**config.mk**
```make
export PLATFORM = sky130hd
export DESIGN_NAME = circular_deque_unit_flat
export DESIGN_NICKNAME = d
export VERILOG_FILES = /design/src/hw/rtl/cdq_pkg.sv /design/src/hw/rtl/cdq_if.sv /design/src/hw/rtl/circular_deque_unit.sv /design/src/hw/rtl/cdq_front.sv /design/src/hw/rtl/cdq_queue.sv /design/src/hw/rtl/cdq_back.sv /design/src/flat_wrapper.sv
export SDC_FILE = /design/constraint.sdc
export NUM_CORES = 1
export LEC_CHECK = 0
export BUFFER_PORTS_ARGS = -buffer_cell sky130_fd_sc_hd__buf_2
export CAP_MARGIN = 0
export CORE_MARGIN = 4
export CORE_UTILIZATION = 45
export CTS_BUF_LIST = sky130_fd_sc_hd__clkbuf_8
export CTS_CLUSTER_DIAMETER = 100
export DETAILED_ROUTE_END_ITERATION = 7
export MAX_ROUTING_LAYER = met4
export PLACE_DENSITY = 0.68
export SLEW_MARGIN = 20
export SYNTH_ARGS = -nofsm -noshare
export SYNTH_HDL_FRONTEND = slang
export SYNTH_SLANG_ARGS = --single-unit
```
**constraint.sdc**
```tcl
create_clock -name clock -period 9.4 [get_ports clock]
set_clock_uncertainty 0.05 [all_clocks]
set_input_delay 0.47 -clock clock [delete_from_list [all_inputs] [get_ports clock]]
set_output_delay 0.47 -clock clock [all_outputs]
set_load 0.03 [all_outputs]
```
**src/hw/rtl/cdq_pkg.sv**
```systemverilog
`timescale 1ns / 1ps
// ----------------------------------------------------------------------------
// cdq_pkg
// Shared constants, codes and types of the circular deque unit.
// ----------------------------------------------------------------------------
package cdq_pkg;

   localparam int DEPTH        = 16;
   localparam int IDX_W        = (DEPTH > 1) ? $clog2(DEPTH) : 1;
   localparam int CNT_W        = $clog2(DEPTH + 1);
   localparam int DATA_W       = 32;
   localparam int CMD_W        = 2;
   localparam int STATUS_W     = 2;
   localparam int OCC_W        = 5;
   localparam int QUEUE_DEPTH  = 2;
   localparam int QPTR_W       = (QUEUE_DEPTH > 1) ? $clog2(QUEUE_DEPTH) : 1;
   localparam int QCNT_W       = $clog2(QUEUE_DEPTH + 1);

   localparam logic signed [DATA_W-1:0] EMPTY_VALUE = -DATA_W'(1);

   typedef enum logic [CMD_W-1:0] {
      CMD_PUSH_FRONT = 2'd0,
      CMD_PUSH_REAR  = 2'd1,
      CMD_POP_FRONT  = 2'd2,
      CMD_POP_REAR   = 2'd3
   } cmd_type;

   typedef enum logic [STATUS_W-1:0] {
      ST_DONE  = 2'd0,
      ST_FULL  = 2'd1,
      ST_EMPTY = 2'd2
   } status_type;

   // classified operation handed from front to back
   typedef struct packed {
      logic                     is_push;
      logic                     at_front;
      logic signed [DATA_W-1:0] value;
   } op_type;

endpackage

```
**src/hw/rtl/cdq_if.sv**
```systemverilog
`timescale 1ns / 1ps
// ----------------------------------------------------------------------------
// cdq_if
// Request and response channels of the circular deque unit.
// ----------------------------------------------------------------------------
interface cdq_req_if;
   logic                                     valid;
   logic                                     ready;
   logic [cdq_pkg::CMD_W-1:0]                command;
   logic signed [cdq_pkg::DATA_W-1:0]        push_value;

   modport source (output valid, output command, output push_value, input ready);
   modport sink   (input valid, input command, input push_value, output ready);
endinterface

interface cdq_rsp_if;
   logic                                     valid;
   logic                                     ready;
   logic [cdq_pkg::STATUS_W-1:0]             status;
   logic signed [cdq_pkg::DATA_W-1:0]        front_value;
   logic signed [cdq_pkg::DATA_W-1:0]        rear_value;
   logic                                     is_empty;
   logic                                     is_full;
   logic [cdq_pkg::OCC_W-1:0]                occupancy;

   modport source (output valid, output status, output front_value, output rear_value,
                   output is_empty, output is_full, output occupancy, input ready);
   modport sink   (input valid, input status, input front_value, input rear_value,
                   input is_empty, input is_full, input occupancy, output ready);
endinterface

```
**src/hw/rtl/circular_deque_unit.sv**
```systemverilog
`timescale 1ns / 1ps
// ----------------------------------------------------------------------------
// circular_deque_unit
// Fixed-capacity double-ended queue of signed words in a circular store.
//
//   channel   direction  beat contents
//   req_bus   in         command, push_value
//   rsp_bus   out        status, front_value, rear_value, is_empty, is_full,
//                        occupancy
//
// One response beat per request beat, in order.
// The back sequencer steps through execute and slot write, registered read of
// both ends and response load for each operation, and takes a new operation
// only once the response of the last one is loaded.
// Reset clears indices and count; the slot memory is not cleared.
// A two-entry operation queue and a front stage keep taking request beats
// while a response waits on rsp_bus.ready.
// ----------------------------------------------------------------------------
module circular_deque_unit (
   input  logic        clock,
   input  logic        reset,
   cdq_req_if.sink     req_bus,
   cdq_rsp_if.source   rsp_bus
);

   logic                fe_valid;
   logic                fe_ready;
   cdq_pkg::op_type     fe_op;
   logic                be_valid;
   logic                be_ready;
   cdq_pkg::op_type     be_op;

   cdq_front u_front (
      .clock    (clock),
      .reset    (reset),
      .req_bus  (req_bus),
      .op_valid (fe_valid),
      .op_out   (fe_op),
      .op_ready (fe_ready)
   );

   cdq_queue u_queue (
      .clock      (clock),
      .reset      (reset),
      .push_valid (fe_valid),
      .push_ready (fe_ready),
      .push_op    (fe_op),
      .pop_valid  (be_valid),
      .pop_ready  (be_ready),
      .pop_op     (be_op)
   );

   cdq_back u_back (
      .clock    (clock),
      .reset    (reset),
      .op_valid (be_valid),
      .op_in    (be_op),
      .op_ready (be_ready),
      .rsp_bus  (rsp_bus)
   );

endmodule

```
**src/hw/rtl/cdq_front.sv**
```systemverilog
`timescale 1ns / 1ps
// ----------------------------------------------------------------------------
// cdq_front
// Accepts request beats, classifies the command and stages the operation.
// ----------------------------------------------------------------------------
module cdq_front (
   input  logic                clock,
   input  logic                reset,
   cdq_req_if.sink             req_bus,
   output logic                op_valid,
   output cdq_pkg::op_type     op_out,
   input  logic                op_ready
);

   logic                stage_valid_ff;
   logic                stage_valid_in;
   cdq_pkg::op_type     stage_op_ff;
   cdq_pkg::op_type     stage_op_in;
   cdq_pkg::cmd_type    cmd;
   logic                accept;

   assign req_bus.ready = !stage_valid_ff || op_ready;
   assign accept        = req_bus.valid && req_bus.ready;
   assign cmd           = cdq_pkg::cmd_type'(req_bus.command);

   always_comb begin
      stage_op_in.is_push  = cmd inside {cdq_pkg::CMD_PUSH_FRONT, cdq_pkg::CMD_PUSH_REAR};
      stage_op_in.at_front = cmd inside {cdq_pkg::CMD_PUSH_FRONT, cdq_pkg::CMD_POP_FRONT};
      stage_op_in.value    = req_bus.push_value;
      if (accept) begin
         stage_valid_in = 1'b1;
      end else if (op_ready) begin
         stage_valid_in = 1'b0;
      end else begin
         stage_valid_in = stage_valid_ff;
      end
   end

   always_ff @(posedge clock) begin
      if (reset) begin
         stage_valid_ff <= 1'b0;
      end else begin
         stage_valid_ff <= stage_valid_in;
      end
      if (accept) begin
         stage_op_ff <= stage_op_in;
      end
   end

   assign op_valid = stage_valid_ff;
   assign op_out   = stage_op_ff;

endmodule

```
**src/hw/rtl/cdq_queue.sv**
```systemverilog
`timescale 1ns / 1ps
// ----------------------------------------------------------------------------
// cdq_queue
// Short operation queue that decouples the front from the back.
// ----------------------------------------------------------------------------
module cdq_queue (
   input  logic                clock,
   input  logic                reset,
   input  logic                push_valid,
   output logic                push_ready,
   input  cdq_pkg::op_type     push_op,
   output logic                pop_valid,
   input  logic                pop_ready,
   output cdq_pkg::op_type     pop_op
);

   cdq_pkg::op_type                 entry_ff [cdq_pkg::QUEUE_DEPTH];
   logic [cdq_pkg::QPTR_W-1:0]      wr_ptr_ff;
   logic [cdq_pkg::QPTR_W-1:0]      rd_ptr_ff;
   logic [cdq_pkg::QCNT_W-1:0]      count_ff;
   logic [cdq_pkg::QPTR_W-1:0]      wr_ptr_in;
   logic [cdq_pkg::QPTR_W-1:0]      rd_ptr_in;
   logic [cdq_pkg::QCNT_W-1:0]      count_in;
   logic                            do_push;
   logic                            do_pop;

   assign push_ready = (count_ff != cdq_pkg::QCNT_W'(cdq_pkg::QUEUE_DEPTH));
   assign pop_valid  = (count_ff != '0);
   assign pop_op     = entry_ff[rd_ptr_ff];
   assign do_push    = push_valid && push_ready;
   assign do_pop     = pop_valid && pop_ready;

   always_comb begin
      wr_ptr_in = wr_ptr_ff;
      rd_ptr_in = rd_ptr_ff;
      count_in  = count_ff;
      if (do_push) begin
         wr_ptr_in = (wr_ptr_ff == cdq_pkg::QPTR_W'(cdq_pkg::QUEUE_DEPTH - 1)) ?
                     '0 : wr_ptr_ff + 1'b1;
      end
      if (do_pop) begin
         rd_ptr_in = (rd_ptr_ff == cdq_pkg::QPTR_W'(cdq_pkg::QUEUE_DEPTH - 1)) ?
                     '0 : rd_ptr_ff + 1'b1;
      end
      if (do_push && !do_pop) begin
         count_in = count_ff + 1'b1;
      end else if (do_pop && !do_push) begin
         count_in = count_ff - 1'b1;
      end
   end

   always_ff @(posedge clock) begin
      if (reset) begin
         wr_ptr_ff <= '0;
         rd_ptr_ff <= '0;
         count_ff  <= '0;
      end else begin
         wr_ptr_ff <= wr_ptr_in;
         rd_ptr_ff <= rd_ptr_in;
         count_ff  <= count_in;
      end
      if (do_push) begin
         entry_ff[wr_ptr_ff] <= push_op;
      end
   end

   assert property (@(posedge clock) disable iff (reset)
      count_ff <= cdq_pkg::QCNT_W'(cdq_pkg::QUEUE_DEPTH))
      else $error("queue count beyond depth");

   assert property (@(posedge clock) disable iff (reset)
      (count_ff == '0) |-> (wr_ptr_ff == rd_ptr_ff))
      else $error("empty queue with split pointers");

   assert property (@(posedge clock) disable iff (reset)
      (do_push && !do_pop) |=> (count_ff == $past(count_ff) + 1'b1))
      else $error("queue count missed a push");

endmodule

```
**src/hw/rtl/cdq_back.sv**
```systemverilog
`timescale 1ns / 1ps
// ----------------------------------------------------------------------------
// cdq_back
// Executes deque operations on the slot memory and registers the response.
// ----------------------------------------------------------------------------
module cdq_back (
   input  logic                clock,
   input  logic                reset,
   input  logic                op_valid,
   input  cdq_pkg::op_type     op_in,
   output logic                op_ready,
   cdq_rsp_if.source           rsp_bus
);

   typedef enum logic [1:0] {
      S_EXEC,
      S_READ,
      S_LOAD
   } state_type;

   state_type                          state_ff;
   logic [cdq_pkg::IDX_W-1:0]          head_ff;
   logic [cdq_pkg::IDX_W-1:0]          tail_ff;
   logic [cdq_pkg::CNT_W-1:0]          count_ff;
   cdq_pkg::status_type                status_ff;
   logic [cdq_pkg::IDX_W-1:0]          head_in;
   logic [cdq_pkg::IDX_W-1:0]          tail_in;
   logic [cdq_pkg::CNT_W-1:0]          count_in;
   cdq_pkg::status_type                status_in;

   logic signed [cdq_pkg::DATA_W-1:0]  store_mem [cdq_pkg::DEPTH];
   logic signed [cdq_pkg::DATA_W-1:0]  rd_front_ff;
   logic signed [cdq_pkg::DATA_W-1:0]  rd_rear_ff;
   logic                               wr_en;
   logic [cdq_pkg::IDX_W-1:0]          wr_idx;

   logic                               rsp_valid_ff;
   cdq_pkg::status_type                rsp_status_ff;
   logic signed [cdq_pkg::DATA_W-1:0]  rsp_front_ff;
   logic signed [cdq_pkg::DATA_W-1:0]  rsp_rear_ff;
   logic                               rsp_empty_ff;
   logic                               rsp_full_ff;
   logic [cdq_pkg::OCC_W-1:0]          rsp_occ_ff;

   logic                               is_full;
   logic                               is_empty;
   logic                               exec;
   logic                               load;
   logic [cdq_pkg::IDX_W-1:0]          head_dec;
   logic [cdq_pkg::IDX_W-1:0]          head_inc;
   logic [cdq_pkg::IDX_W-1:0]          tail_dec;
   logic [cdq_pkg::IDX_W-1:0]          tail_inc;

   localparam logic [cdq_pkg::IDX_W-1:0] LAST_IDX = cdq_pkg::IDX_W'(cdq_pkg::DEPTH - 1);

   assign op_ready = (state_ff == S_EXEC);
   assign exec     = op_valid && op_ready;
   assign load     = (state_ff == S_LOAD) && (!rsp_valid_ff || rsp_bus.ready);
   assign is_full  = (count_ff == cdq_pkg::CNT_W'(cdq_pkg::DEPTH));
   assign is_empty = (count_ff == '0);

   // index moves with wrap
   assign head_dec = (head_ff == '0) ? LAST_IDX : head_ff - 1'b1;
   assign head_inc = (head_ff == LAST_IDX) ? '0 : head_ff + 1'b1;
   assign tail_dec = (tail_ff == '0) ? LAST_IDX : tail_ff - 1'b1;
   assign tail_inc = (tail_ff == LAST_IDX) ? '0 : tail_ff + 1'b1;

   always_comb begin
      head_in   = head_ff;
      tail_in   = tail_ff;
      count_in  = count_ff;
      status_in = cdq_pkg::ST_DONE;
      wr_en     = 1'b0;
      wr_idx    = '0;
      if (op_in.is_push) begin
         if (is_full) begin
            status_in = cdq_pkg::ST_FULL;
         end else if (is_empty) begin
            head_in  = '0;
            tail_in  = '0;
            count_in = cdq_pkg::CNT_W'(1);
            wr_en    = exec;
         end else if (op_in.at_front) begin
            head_in  = head_dec;
            wr_idx   = head_dec;
            count_in = count_ff + 1'b1;
            wr_en    = exec;
         end else begin
            tail_in  = tail_inc;
            wr_idx   = tail_inc;
            count_in = count_ff + 1'b1;
            wr_en    = exec;
         end
      end else begin
         if (is_empty) begin
            status_in = cdq_pkg::ST_EMPTY;
         end else begin
            if (op_in.at_front) begin
               head_in = head_inc;
            end else begin
               tail_in = tail_dec;
            end
            count_in = count_ff - 1'b1;
            // last value gone: both ends back to slot zero
            if (count_ff == cdq_pkg::CNT_W'(1)) begin
               head_in = '0;
               tail_in = '0;
            end
         end
      end
   end

   always_ff @(posedge clock) begin
      if (wr_en) begin
         store_mem[wr_idx] <= op_in.value;
      end
      rd_front_ff <= store_mem[head_ff];
      rd_rear_ff  <= store_mem[tail_ff];
   end

   always_ff @(posedge clock) begin
      if (reset) begin
         state_ff     <= S_EXEC;
         head_ff      <= '0;
         tail_ff      <= '0;
         count_ff     <= '0;
         rsp_valid_ff <= 1'b0;
      end else begin
         if (rsp_bus.ready && !load) begin
            rsp_valid_ff <= 1'b0;
         end
         case (state_ff)
            S_EXEC: begin
               if (op_valid) begin
                  head_ff   <= head_in;
                  tail_ff   <= tail_in;
                  count_ff  <= count_in;
                  status_ff <= status_in;
                  state_ff  <= S_READ;
               end
            end
            S_READ: begin
               state_ff <= S_LOAD;
            end
            S_LOAD: begin
               if (load) begin
                  rsp_valid_ff  <= 1'b1;
                  rsp_status_ff <= status_ff;
                  rsp_front_ff  <= is_empty ? cdq_pkg::EMPTY_VALUE : rd_front_ff;
                  rsp_rear_ff   <= is_empty ? cdq_pkg::EMPTY_VALUE : rd_rear_ff;
                  rsp_empty_ff  <= is_empty;
                  rsp_full_ff   <= is_full;
                  rsp_occ_ff    <= cdq_pkg::OCC_W'(count_ff);
                  state_ff      <= S_EXEC;
               end
            end
            default: begin
               state_ff <= S_EXEC;
            end
         endcase
      end
   end

   assign rsp_bus.valid       = rsp_valid_ff;
   assign rsp_bus.status      = rsp_status_ff;
   assign rsp_bus.front_value = rsp_front_ff;
   assign rsp_bus.rear_value  = rsp_rear_ff;
   assign rsp_bus.is_empty    = rsp_empty_ff;
   assign rsp_bus.is_full     = rsp_full_ff;
   assign rsp_bus.occupancy   = rsp_occ_ff;

   assert property (@(posedge clock) disable iff (reset)
      count_ff <= cdq_pkg::CNT_W'(cdq_pkg::DEPTH))
      else $error("deque count beyond depth");

   assert property (@(posedge clock) disable iff (reset)
      is_empty |-> (head_ff == '0 && tail_ff == '0))
      else $error("empty deque with ends off slot zero");

   assert property (@(posedge clock) disable iff (reset)
      (exec && op_in.is_push && !is_full) |=> (count_ff == $past(count_ff) + 1'b1))
      else $error("accepted push did not grow the deque");

   assert property (@(posedge clock) disable iff (reset)
      (rsp_valid_ff && rsp_status_ff == cdq_pkg::ST_FULL) |-> rsp_full_ff)
      else $error("full rejection on a deque that is not full");

   assert property (@(posedge clock) disable iff (reset)
      (rsp_valid_ff && rsp_status_ff == cdq_pkg::ST_EMPTY) |-> rsp_empty_ff)
      else $error("empty rejection on a deque that is not empty");

endmodule

```
**src/flat_wrapper.sv**
```systemverilog
// flat-port wrapper written by rule: the top's interface ports become plain ports
module circular_deque_unit_flat 
  (clock, reset, req_bus_valid, req_bus_command, req_bus_push_value, req_bus_ready, rsp_bus_valid, rsp_bus_status, rsp_bus_front_value, rsp_bus_rear_value, rsp_bus_is_empty, rsp_bus_is_full, rsp_bus_occupancy, rsp_bus_ready);
  cdq_req_if req_bus_i ();
  cdq_rsp_if rsp_bus_i ();
  input  logic clock;
  input  logic reset;
  input wire logic [$bits(req_bus_i.valid)-1:0] req_bus_valid;
  input wire logic [$bits(req_bus_i.command)-1:0] req_bus_command;
  input wire logic [$bits(req_bus_i.push_value)-1:0] req_bus_push_value;
  output wire logic [$bits(req_bus_i.ready)-1:0] req_bus_ready;
  output wire logic [$bits(rsp_bus_i.valid)-1:0] rsp_bus_valid;
  output wire logic [$bits(rsp_bus_i.status)-1:0] rsp_bus_status;
  output wire logic [$bits(rsp_bus_i.front_value)-1:0] rsp_bus_front_value;
  output wire logic [$bits(rsp_bus_i.rear_value)-1:0] rsp_bus_rear_value;
  output wire logic [$bits(rsp_bus_i.is_empty)-1:0] rsp_bus_is_empty;
  output wire logic [$bits(rsp_bus_i.is_full)-1:0] rsp_bus_is_full;
  output wire logic [$bits(rsp_bus_i.occupancy)-1:0] rsp_bus_occupancy;
  input wire logic [$bits(rsp_bus_i.ready)-1:0] rsp_bus_ready;
  assign req_bus_i.valid = req_bus_valid;
  assign req_bus_i.command = req_bus_command;
  assign req_bus_i.push_value = req_bus_push_value;
  assign req_bus_ready = req_bus_i.ready;
  assign rsp_bus_valid = rsp_bus_i.valid;
  assign rsp_bus_status = rsp_bus_i.status;
  assign rsp_bus_front_value = rsp_bus_i.front_value;
  assign rsp_bus_rear_value = rsp_bus_i.rear_value;
  assign rsp_bus_is_empty = rsp_bus_i.is_empty;
  assign rsp_bus_is_full = rsp_bus_i.is_full;
  assign rsp_bus_occupancy = rsp_bus_i.occupancy;
  assign rsp_bus_i.ready = rsp_bus_ready;
  circular_deque_unit u_core (.clock(clock), .reset(reset), .req_bus(req_bus_i), .rsp_bus(rsp_bus_i));
endmodule
```
* Word-level counts from Yosys, hierarchy flattened
Memories as Yosys holds them, arrays and structs flattened. A register that Yosys moved wholly into a read port is not among the register bits.
Index checks and enable logic that the tools add are counted.
W data, S select, Z words.
** Cells by class
- Equality and inequality tests :: 16
- Bitwise gates (word level) :: 1
- Multiplexer cells :: 49
- $add $sub $neg :: 10
- Reduce and logical (&&, ||, !) cells :: 31
** Operators by type and width (number)
- $mux W4 :: 22
- $mux W5 :: 4
- $mux W1 :: 16
- $mux W2 :: 6
- $reduce_and A6 Y1 :: 2
- $reduce_bool A2 Y1 :: 5
- $add A4 B1 Y4 const B :: 2
- $eq A4 B4 Y1 const B :: 2
- $logic_not A4 Y1 :: 2
- $ne A2 B2 Y1 const B :: 4
- $sub A4 B1 Y4 const B :: 2
- $logic_and A1 B1 Y1 :: 7
- $ne A3 B3 Y1 const B :: 2
- $pmux W2 S3 :: 1
- $reduce_and A3 Y1 :: 2
- $add A5 B1 Y5 const B :: 1
- $eq A5 B1 Y1 const B :: 1
- $eq A5 B5 Y1 const B :: 1
- $logic_not A1 Y1 :: 5
- $logic_not A5 Y1 :: 1
- $sub A5 B1 Y5 const B :: 1
- $eq A2 B1 Y1 const B :: 2
- $eq A2 B2 Y1 const B :: 2
- $logic_not A2 Y1 :: 2
- other kinds (10) :: 12
** Word-level totals
- Output and inout bits :: 75
- Logic and storage cells :: 128
- Register bits :: 130
- Bits of input ports :: 38
- Memories :: 2
- RAM bits :: 580
** Memories
- u_core.u_back.store_mem :: words 16, width 32, read ports 2, clocked after memory_dff 2, write ports 1, RTL line cdq_back.sv:31 : logic signed [cdq_pkg::DATA_W-1:0] store_mem [cdq_pkg::DEPTH];
- u_core.u_queue.entry_ff :: words 2, width 34, read ports 1, clocked after memory_dff 1, write ports 1, RTL line cdq_queue.sv:17 : cdq_pkg::op_type entry_ff [cdq_pkg::QUEUE_DEPTH];

* Depth between registers and ports, before layout
Gate-level depths: netlist (run 1).
- Depth in word-level cells :: 8
- Depth in mapped cells :: 10
- Gate-level depth less buffers :: 8

* Modules after synthesis
Synthesis (run 1) repeated with hierarchy kept, for this count alone.
** Second synthesis, totals
- Cell total of the unflattened synthesis :: 1745
- Area total of the unflattened synthesis :: 32671.3 um^2
** By module, submodules not included
- cdq_back :: cells each 1574, sequential area each 19228.4 um^2, times used 1, area an instance 28912.7 um^2
- cdq_queue :: cells each 130, sequential area each 2142.1 um^2, times used 1, area an instance 2675.1 um^2
- cdq_front :: cells each 41, sequential area each 1041.0 um^2, times used 1, area an instance 1083.5 um^2

* Least setup slack after synthesis (run 1)
OpenSTA, ideal clock, no wires.
- Path type :: input-to-reg
- Start :: input reset
- End :: register u_core.u_back.rsp_front_ff (netlist bit u_core.u_back.rsp_bus.front_value[0]) (enable)
- Data required time :: 8.741 ns
- Path slack :: 2.701 ns
- Library setup time :: 0.609 ns
- Stages on the path :: 2
- Buffers on the path :: 1
- Arrival time :: 6.040 ns
- Cell sequence :: clkbuf_1 > nor3b_1
** Between the ends
- Word-level cells in the longest chain between the ends :: 2
** Ends and longest elaborated chain
- from (decl) :: RTL line flat_wrapper.sv:7 : input logic reset;
- $not A1 Y1 (no source line)
- $reduce_and A3 Y1 (no source line)
- to (signal assigned) :: RTL line cdq_back.sv:149 : rsp_front_ff <= is_empty ? cdq_pkg::EMPTY_VALUE : rd_front_ff;
- to (decl) :: RTL line cdq_back.sv:39 : logic signed [cdq_pkg::DATA_W-1:0] rsp_front_ff;
Every way passes these cells.
A chain may end at the register's enable or synchronous reset.

* Worst setup path after layout (run 1)
- Start :: register u_core.u_back.tail_ff[0] (netlist name)
- End :: memory u_core.u_back.store_mem[7][14] (netlist name) (enable)
** Between the ends
- Word-level cells in the longest chain between the ends :: 6
- Elaborated cells between the ends (all ways) :: 7
- Those cells by class :: add/sub (1); eq/ne (1); mux (5)
** Ends and longest elaborated chain
- from (decl) :: RTL line cdq_back.sv:23 : logic [cdq_pkg::IDX_W-1:0] tail_ff;
- from (signal assigned) :: RTL line cdq_back.sv:136 : tail_ff <= tail_in;
- $add A4 B1 Y4 or $eq A4 B4 Y1 (tied branches) :: RTL line cdq_back.sv:66 : assign tail_inc = (tail_ff == LAST_IDX) ? '0 : tail_ff + 1'b1;
- $mux W4 * :: RTL line cdq_back.sv:66
- $mux W4 * :: RTL line cdq_back.sv:83 : end else if (op_in.at_front) begin
- $mux W4 * :: RTL line cdq_back.sv:78 : end else if (is_empty) begin
- $mux W4 * :: RTL line cdq_back.sv:76 : if (is_full) begin
- $mux W4 * :: RTL line cdq_back.sv:75 : if (op_in.is_push) begin
- to (decl) :: RTL line cdq_back.sv:31
Mark *: on every way between the ends. The rest lies on a longest branch, timed or not.

==> results of run 1 <==
## worst max path at each step
stage	cells after the start	end	slack (ps)
finish	7	u_core.u_back.store_mem[7][14]	5480
global route	7	u_core.u_back.store_mem[14][12]	5130
CTS	7	u_core.u_back.store_mem[14][12]	5400
detailed placement	7	u_core.u_back.store_mem[14][14]	5420
global placement	7	u_core.u_back.store_mem[6][0]	5470
floorplan	2	u_core.u_back.rsp_bus.front_value[0]	2700
## cells by family after synthesis
logic type               Yosys count  share of synthesized area
flip-flops                       775                      0.691
AO/OA/AOI/OAI                    128                     0.0296
AND/OR/NAND/NOR                  257                     0.0409
buffers and inverters            126                     0.0188
multiplexers                     327                      0.214
adder cells (fa/ha/maj)            9                    0.00347
XOR/XNOR                           9                    0.00243
## layout by cell type (no fill, tap or decap), types with 7 or more instances in the layout
cell           netlist  layout
a211oi_1            37      37
a21oi_1             17      17
a31oi_1             34      34
and2_1              36      35
buf_2               28     112
buf_4                6      30
bufinv_16            0       9
clkbuf_8             0     133
clkinv_1             1      25
dfxtp_1             86      77
dfxtp_4              0       7
dlygate4sd3_1        0      36
edfxtp_1           689     689
ha_1                 9       9
inv_1               12      54
mux2_2              34      34
mux4_2             287     287
nand2_1             79      79
nand2b_1            69      69
nor2_1              42      25
nor2_4               0      17
## metal layers
| layer | track usage | part of all wire | wire length [um] |
|---|---|---|---|
| met5 | - | 0 | 0 |
| met4 | 0.0555 | 0.020 | 1440 |
| met3 | 0.0385 | 0.079 | 5730 |
| met2 | 0.312 | 0.50 | 36400 |
| met1 | 0.263 | 0.40 | 29100 |
## through the flow
stage                     setup WS [ps]  hold slack (ps)
after detailed placement           5420              360
after floorplan                    2700              350
final                              5480              138
after CTS                          5400             58.2
after global routing               5130             96.1
after global placement             5470              364
## layout make-up
class,instances,area [sq um]
Multi-Input combinational cell,730,9530
Sequential cell,775,22400
Tap cell,950,1190
Inverter,14,65.1
Clock inverter,88,607
Timing Repair Buffer,183,1280
Clock buffer,133,1830
Antenna cell,1,2.50
Fill cell,5580,34500
## report_power, final
part | internal, mW | switching [mW]
logic | 1.41 | 1.77
registers | 4.40 | 0.306
clock network | 1.54 | 1.29
total | 7.35 | 3.36
## flip-flops by register name, indices dropped and copies added, names as in the netlist, named ones only
register	count
u_core.u_back.store_mem	512
u_core.u_queue.entry_ff	68
u_core.u_front.op_out	34
u_core.u_back.rd_front_ff	32
u_core.u_back.rd_rear_ff	32
u_core.u_back.rsp_bus.front_value	32
u_core.u_back.rsp_bus.rear_value	32
u_core.u_back.count_ff	5
u_core.u_back.rsp_bus.occupancy	5
u_core.u_back.head_ff	4
u_core.u_back.tail_ff	4
u_core.u_back.rsp_bus.status	2
u_core.u_back.state_ff	2
u_core.u_back.status_ff	2
u_core.u_queue.count_ff	2
u_core.u_back.rsp_bus.is_empty	1
u_core.u_back.rsp_bus.is_full	1
u_core.u_back.rsp_bus.valid	1
u_core.u_front.op_valid	1
u_core.u_queue.rd_ptr_ff	1
u_core.u_queue.wr_ptr_ff	1
## critical path: cells and delay by family (launching register included)
kind / cells / cell delay [ps]
buffers and inverters: 2 / 510
AND/OR/NAND/NOR: 1 / 620
multiplexers: 1 / 280
flip-flops: 1 / 980
AO/OA/AOI/OAI: 2 / 710
adder cells (fa/ha/maj): 1 / 410
## timing repair
item	4_1_cts	5_1_grt
hold endpoints to repair	36	0
resized for setup	0	0
hold buffers	36	0
==> out/results.txt, run 1 <==
status -> complete, no violations
CP max stage delay -> 980 ps
Final Hold Fails -> 0
Post-synth top flop -> edfxtp_1
RSZ-0062 raised after global routing -> false
CTS root buffer -> clkbuf_8
area grow syn2layout -> 14.0%
worst path cell trace -> ha_1 > inv_1 > a311oi_1 > mux2_2 > o21ai_1 > nor2_4 > buf_4
Slew HR -> 0.322
Worst Hold End -> u_core.u_queue.wr_ptr_ff
Routed Wire Length -> 72700 um
synth cell count leaders -> edfxtp_1 (689), mux4_2 (287), dfxtp_1 (86)
die area -> 76400 sq um
initial antenna violation count -> 1
beginning of the critical path -> u_core.u_back.tail_ff[0]
Clock Path Buffers -> 3
Hold Path Class -> in -> reg
crit share post-route -> 0.417
Max FO, Critical Path -> 48
sequential area share after synthesis -> 0.691
Seq cells post-synth -> 775
clock sink total -> 775
Area contributors post-synth -> edfxtp_1 (64%), mux4_2 (20%), dfxtp_1 (5.3%), nand2b_1 (1.3%), mux2_2 (1.2%)
fmax -> 0.255 GHz
Worst R2R Path Depth -> 7
# DRC -> 0
total negative slack -> 0 ps
share of layout cells above drive strength 1 -> 0.348
largest net degree at the start of global routing -> 89
all-layer global routing usage -> 0.196
vias in the first global route -> 17600
Synthesis Warnings -> 0
Leak -> 11.6 nW
Slew Limit Fails -> 0
DR vias/cell -> 5.84
clock slew seen by the registers of the worst setup and hold paths -> 60 ps
TritonRoute pass-1 iters -> 5
r2r setup slk -> 5480 ps
Final Power -> 10.7 mW
Hold Startpoint -> reset
die width -> 276 um
DR WL/cell -> 25.3 um
Core Box Area -> 71500 sq um
die height -> 276 um
Max VDD drop -> 0.000200 V
placed instance area -> 34100 sq um
Iteration-0 DRC Markers -> 1504
min cycle time layout -> 3920 ps
r2r startpoint -> u_core.u_back.tail_ff[0]
Post-synth EDFFs -> 689
Power Density -> 290 nW/um^2
asr flop ratio synth -> 0
WP data required -> 9740 ps
IO Port Bufs -> 112
setup bufs post-CTS -> 0
net count after synthesis -> 1678
Post-Syn Instances -> 1631
Critical R2R Capture -> u_core.u_back.store_mem[7][14]
synth unique cells -> 63
first-pass GRT wire length -> 111000 um
final setup violation count -> 0
Crit. End Element -> register
CP arrival -> 4260 ps
max_cap viols -> 0
H-tree levels -> 3
dominant cell type by area after synthesis -> edfxtp_1
total CTS buffers -> 121
Row Count -> 98
Layout Utilization -> 0.517
Final Cell Area -> 36900 sq um
Avg Inst Size Synth -> 19.9 sq um
Starting Density -> 0.454
Via Count -> 16800
Worst Hold Depth -> 2
post-route ant nets -> 0
placed insts -> 2615
synthesized cell area -> 32400 sq um
routability cong. -> 0.855
I/O Pins -> 113
Final nets -> 1872
GR Overflow Total -> 0
Crit-path slowest cell -> dfxtp_4
Detailed Place HPWL -> 43100 um
CTS tree -> done
most frequent cell after synthesis -> edfxtp_1
Synth top area share -> 0.638
worst-margin pin slew -> 1020 ps
fin cells -> 2874
worst skew pair latency -> 740 ps
WS Path Type -> reg -> reg
CP Launch Type -> register
Note: power is estimated with default switching activity, not from simulation.
==> run 2: changes to the inputs <==
--- a/config.mk
+++ b/config.mk
@@ -5,6 +5,7 @@
 export SDC_FILE = /design/constraint.sdc
 export NUM_CORES = 1
 export LEC_CHECK = 0
+export ABC_AREA = 1
 export BUFFER_PORTS_ARGS = -buffer_cell sky130_fd_sc_hd__buf_2
 export CAP_MARGIN = 0
 export CORE_MARGIN = 4
==> constraint.sdc (replaced) <==
create_clock -name clock -period 3.82 [get_ports clock]
set_clock_uncertainty 0.05 [all_clocks]
set_input_delay 0.191 -clock clock [delete_from_list [all_inputs] [get_ports clock]]
set_output_delay 0.191 -clock clock [all_outputs]
set_load 0.03 [all_outputs]
==> run 2 against run 1 <==
First-iteration DRC count is 120% higher. Total power grew to 2.9 times the previous value. Hold slack worse by 76 ps. Critical path type unchanged. Non-clock buffer count is 29 higher. Via count is 48% higher. Setup slack worse by 4600 ps. Global-route usage is 4.1 points higher. Area after synthesis is 4.4% higher. Wire length is 27% higher.
==> out/results.txt, run 2 <==
CP Launch Type -> register
Seq cells post-synth -> 775
worst-margin pin slew -> 1160 ps
Hold Path Class -> in -> reg
most frequent cell after synthesis -> edfxtp_1
status -> complete, no violations
total CTS buffers -> 134
M3 GR Usage -> 0.0432
Synth Area in Compound Gates -> 0.154
xor and xnor area share after synthesis -> 0.00181
RSZ-0062 raised after global routing -> false
H-tree levels -> 4
WP data required -> 4450 ps
clock slew seen by the registers of the worst setup and hold paths -> 60 ps
final hold slack -> 61.7 ps
post-synthesis mux area share -> 0
asr flop ratio synth -> 0
min cycle time layout -> 2930 ps
Core Box Area -> 74400 sq um
switching fraction of total power -> 0.398
worst skew pair latency -> 800 ps
largest net degree at the start of global routing -> 266
# DRC -> 0
Synth top area share -> 0.611
largest family of logic cells by synthesized area -> compound AO/OA/AOI/OAI gates
Final Power -> 30.8 mW
placed insts -> 4047
max_cap viols -> 0
IO Port Bufs -> 112
Logic pwr share -> 0.378
Post-synth top flop -> edfxtp_1
Clock Path Buffers -> 3
Crit. End Element -> register
setup slack after layout -> 887 ps
met1 usage -> 0.309
fin cells -> 4337
Slew Limit Fails -> 0
Area contributors post-synth -> edfxtp_1 (61%), o21ai_0 (6.4%), dfxtp_1 (5.1%), nand2_1 (4.2%), nand3_1 (4.2%)
Avg Inst Size Synth -> 10.8 sq um
post-route ant nets -> 0
area grow syn2layout -> 13.7%
clock sink total -> 775
post-place setup slack -> 987 ps
CTS tree -> done
Synthesis Warnings -> 0
Iteration-0 DRC Markers -> 3318
TritonRoute pass-1 iters -> 7
Max VDD drop -> 0.000721 V
Register Area -> 22400 sq um
Final Hold Fails -> 0
Detailed Place HPWL -> 52300 um
most frequent cells in the layout -> edfxtp_1 (689), o21ai_0 (431), nand2_1 (383)
Leak -> 13.6 nW
Most Crowded Layer GR -> met2
area share of fa/ha/maj cells after synthesis -> 0.00333
r2r setup slk -> 890 ps
setup bufs post-CTS -> 0
dominant cell type by area after synthesis -> edfxtp_1
sequential area share after synthesis -> 0.662
final setup violation count -> 0
total negative slack -> 0 ps
synth cell count leaders -> edfxtp_1 (689), o21ai_0 (431), nand2_1 (383)
Slew HR -> 0.224
die area -> 79700 sq um
P_sw -> 12.3 mW
most common cell after layout, fill and taps aside -> edfxtp_1
DR WL/cell -> 21.3 um
net count after synthesis -> 3187
Max FO, Critical Path -> 191
share of layout cells above drive strength 1 -> 0.141
Clk network pwr share -> 0.242
Via Count -> 24800
Post-synth EDFFs -> 689
Post-Syn Instances -> 3140
I/O Pins -> 113
die width -> 282 um
Resize count post-CTS -> 0
multi-input logic area -> 9700 sq um
all-layer global routing usage -> 0.237
CP arrival -> 3560 ps
Row Count -> 100
CTS root buffer -> clkbuf_8
fraction of the mapped netlist area in simple logic gates -> 0.123
vias in the first global route -> 24100
fmax -> 0.341 GHz
WS Path Type -> reg -> reg
Final nets -> 3308
synthesized cell area -> 33900 sq um
synth unique cells -> 37
P_int -> 18.5 mW
sequential power share -> 0.381
max reg flops -> 512
first-pass GRT wire length -> 140000 um
crit share post-route -> 0.768
GR Overflow Total -> 0
die height -> 282 um
met2 Use GR -> 0.370
Most flops, register -> u_core.u_back.store_mem
Power Density -> 800 nW/um^2
initial antenna violation count -> 2
Starting Density -> 0.455
DR vias/cell -> 5.72
Routed Wire Length -> 92400 um
routability cong. -> 0.874
Fill cells -> 6533
## run 2: changes by cell type after synthesis, moves of 62 or more
cell      change
or2_2        +62
nand3_1     +278
nand2b_1     -69
a21oi_1     +259
o211ai_1    +186
o21ai_0     +427
inv_1       +220
mux4_2      -287
nand2_1     +304
nor2_1      +143
## run 2: per-layer routing
metal  vias to the layer above  share of wire
met1                     11900           0.40
li1                      11500              -
met2                      1268           0.47
met3                       212          0.093
met4                         0          0.034
met5                         -              0
## run 2: cell type report
type                       instances  area share
multi-input combinational       1897       0.252
clock buffer                     148      0.0529
clock inverter                    94      0.0159
inverter                         241      0.0236
timing repair buffer             212      0.0416
sequential                       775       0.583
antenna                            1   0.0000650
tap                              969      0.0315
## run 2: what timing repair did
action / 4_1_cts / 5_1_grt
hold buffers: 46 / 0
hold endpoints to repair: 46 / 0
setup endpoints to repair: 0 / 0
## run 2: power by group through the flow
stage | logic [mW] | clock network (mW) | registers, mW
2_1_floorplan | 7.80 | 0 | 11.8
3_3_place_gp | 11.3 | 0 | 11.9
3_5_place_dp | 11.5 | 0 | 11.9
4_1_cts | 11.5 | 7.60 | 11.7
5_1_grt | 12.8 | 8.03 | 11.8
6_report | 11.6 | 7.44 | 11.7
## run 2: stage by stage
step / utilization / cell area (sq um)
6_report: 0.517 / 38500
5_1_grt: 0.517 / 38500
4_1_cts: 0.517 / 38500
3_5_place_dp: 0.475 / 35400
3_3_place_gp: 0.475 / 35400
2_1_floorplan: - / 33900
## run 2: final timing paths
check                                                start                               to  depth (start not counted)
worst min-delay path                req_bus_push_value[12]        u_core.u_front.op_out[12]                          2
worst max-delay path              u_core.u_back.head_ff[1]    u_core.u_back.rd_front_ff[23]                          6
worst min register to register  u_core.u_back.status_ff[0]  u_core.u_back.rsp_bus.status[0]                          0
worst max register to register    u_core.u_back.head_ff[1]    u_core.u_back.rd_front_ff[23]                          6
## run 2: cells by family (layout without fill, tap and decap cells)
family | count (synthesis) | after routing
adders and majority gates | 9 | 9
buffers and inverters | 468 | 695
and+or+nand+nor | 939 | 939
other | 0 | 1
AOI/OAI and AO/OA | 942 | 942
xor gates and xnor gates | 7 | 7
DFF | 775 | 775
## run 2: worst max-delay path, cell delays in order (launching register included)
cell	delay, ps
dfxtp_4	350
buf_12	620
buf_4	740
o21ai_0	230
o211ai_1	310
nand3_1	110
nand2_1	160
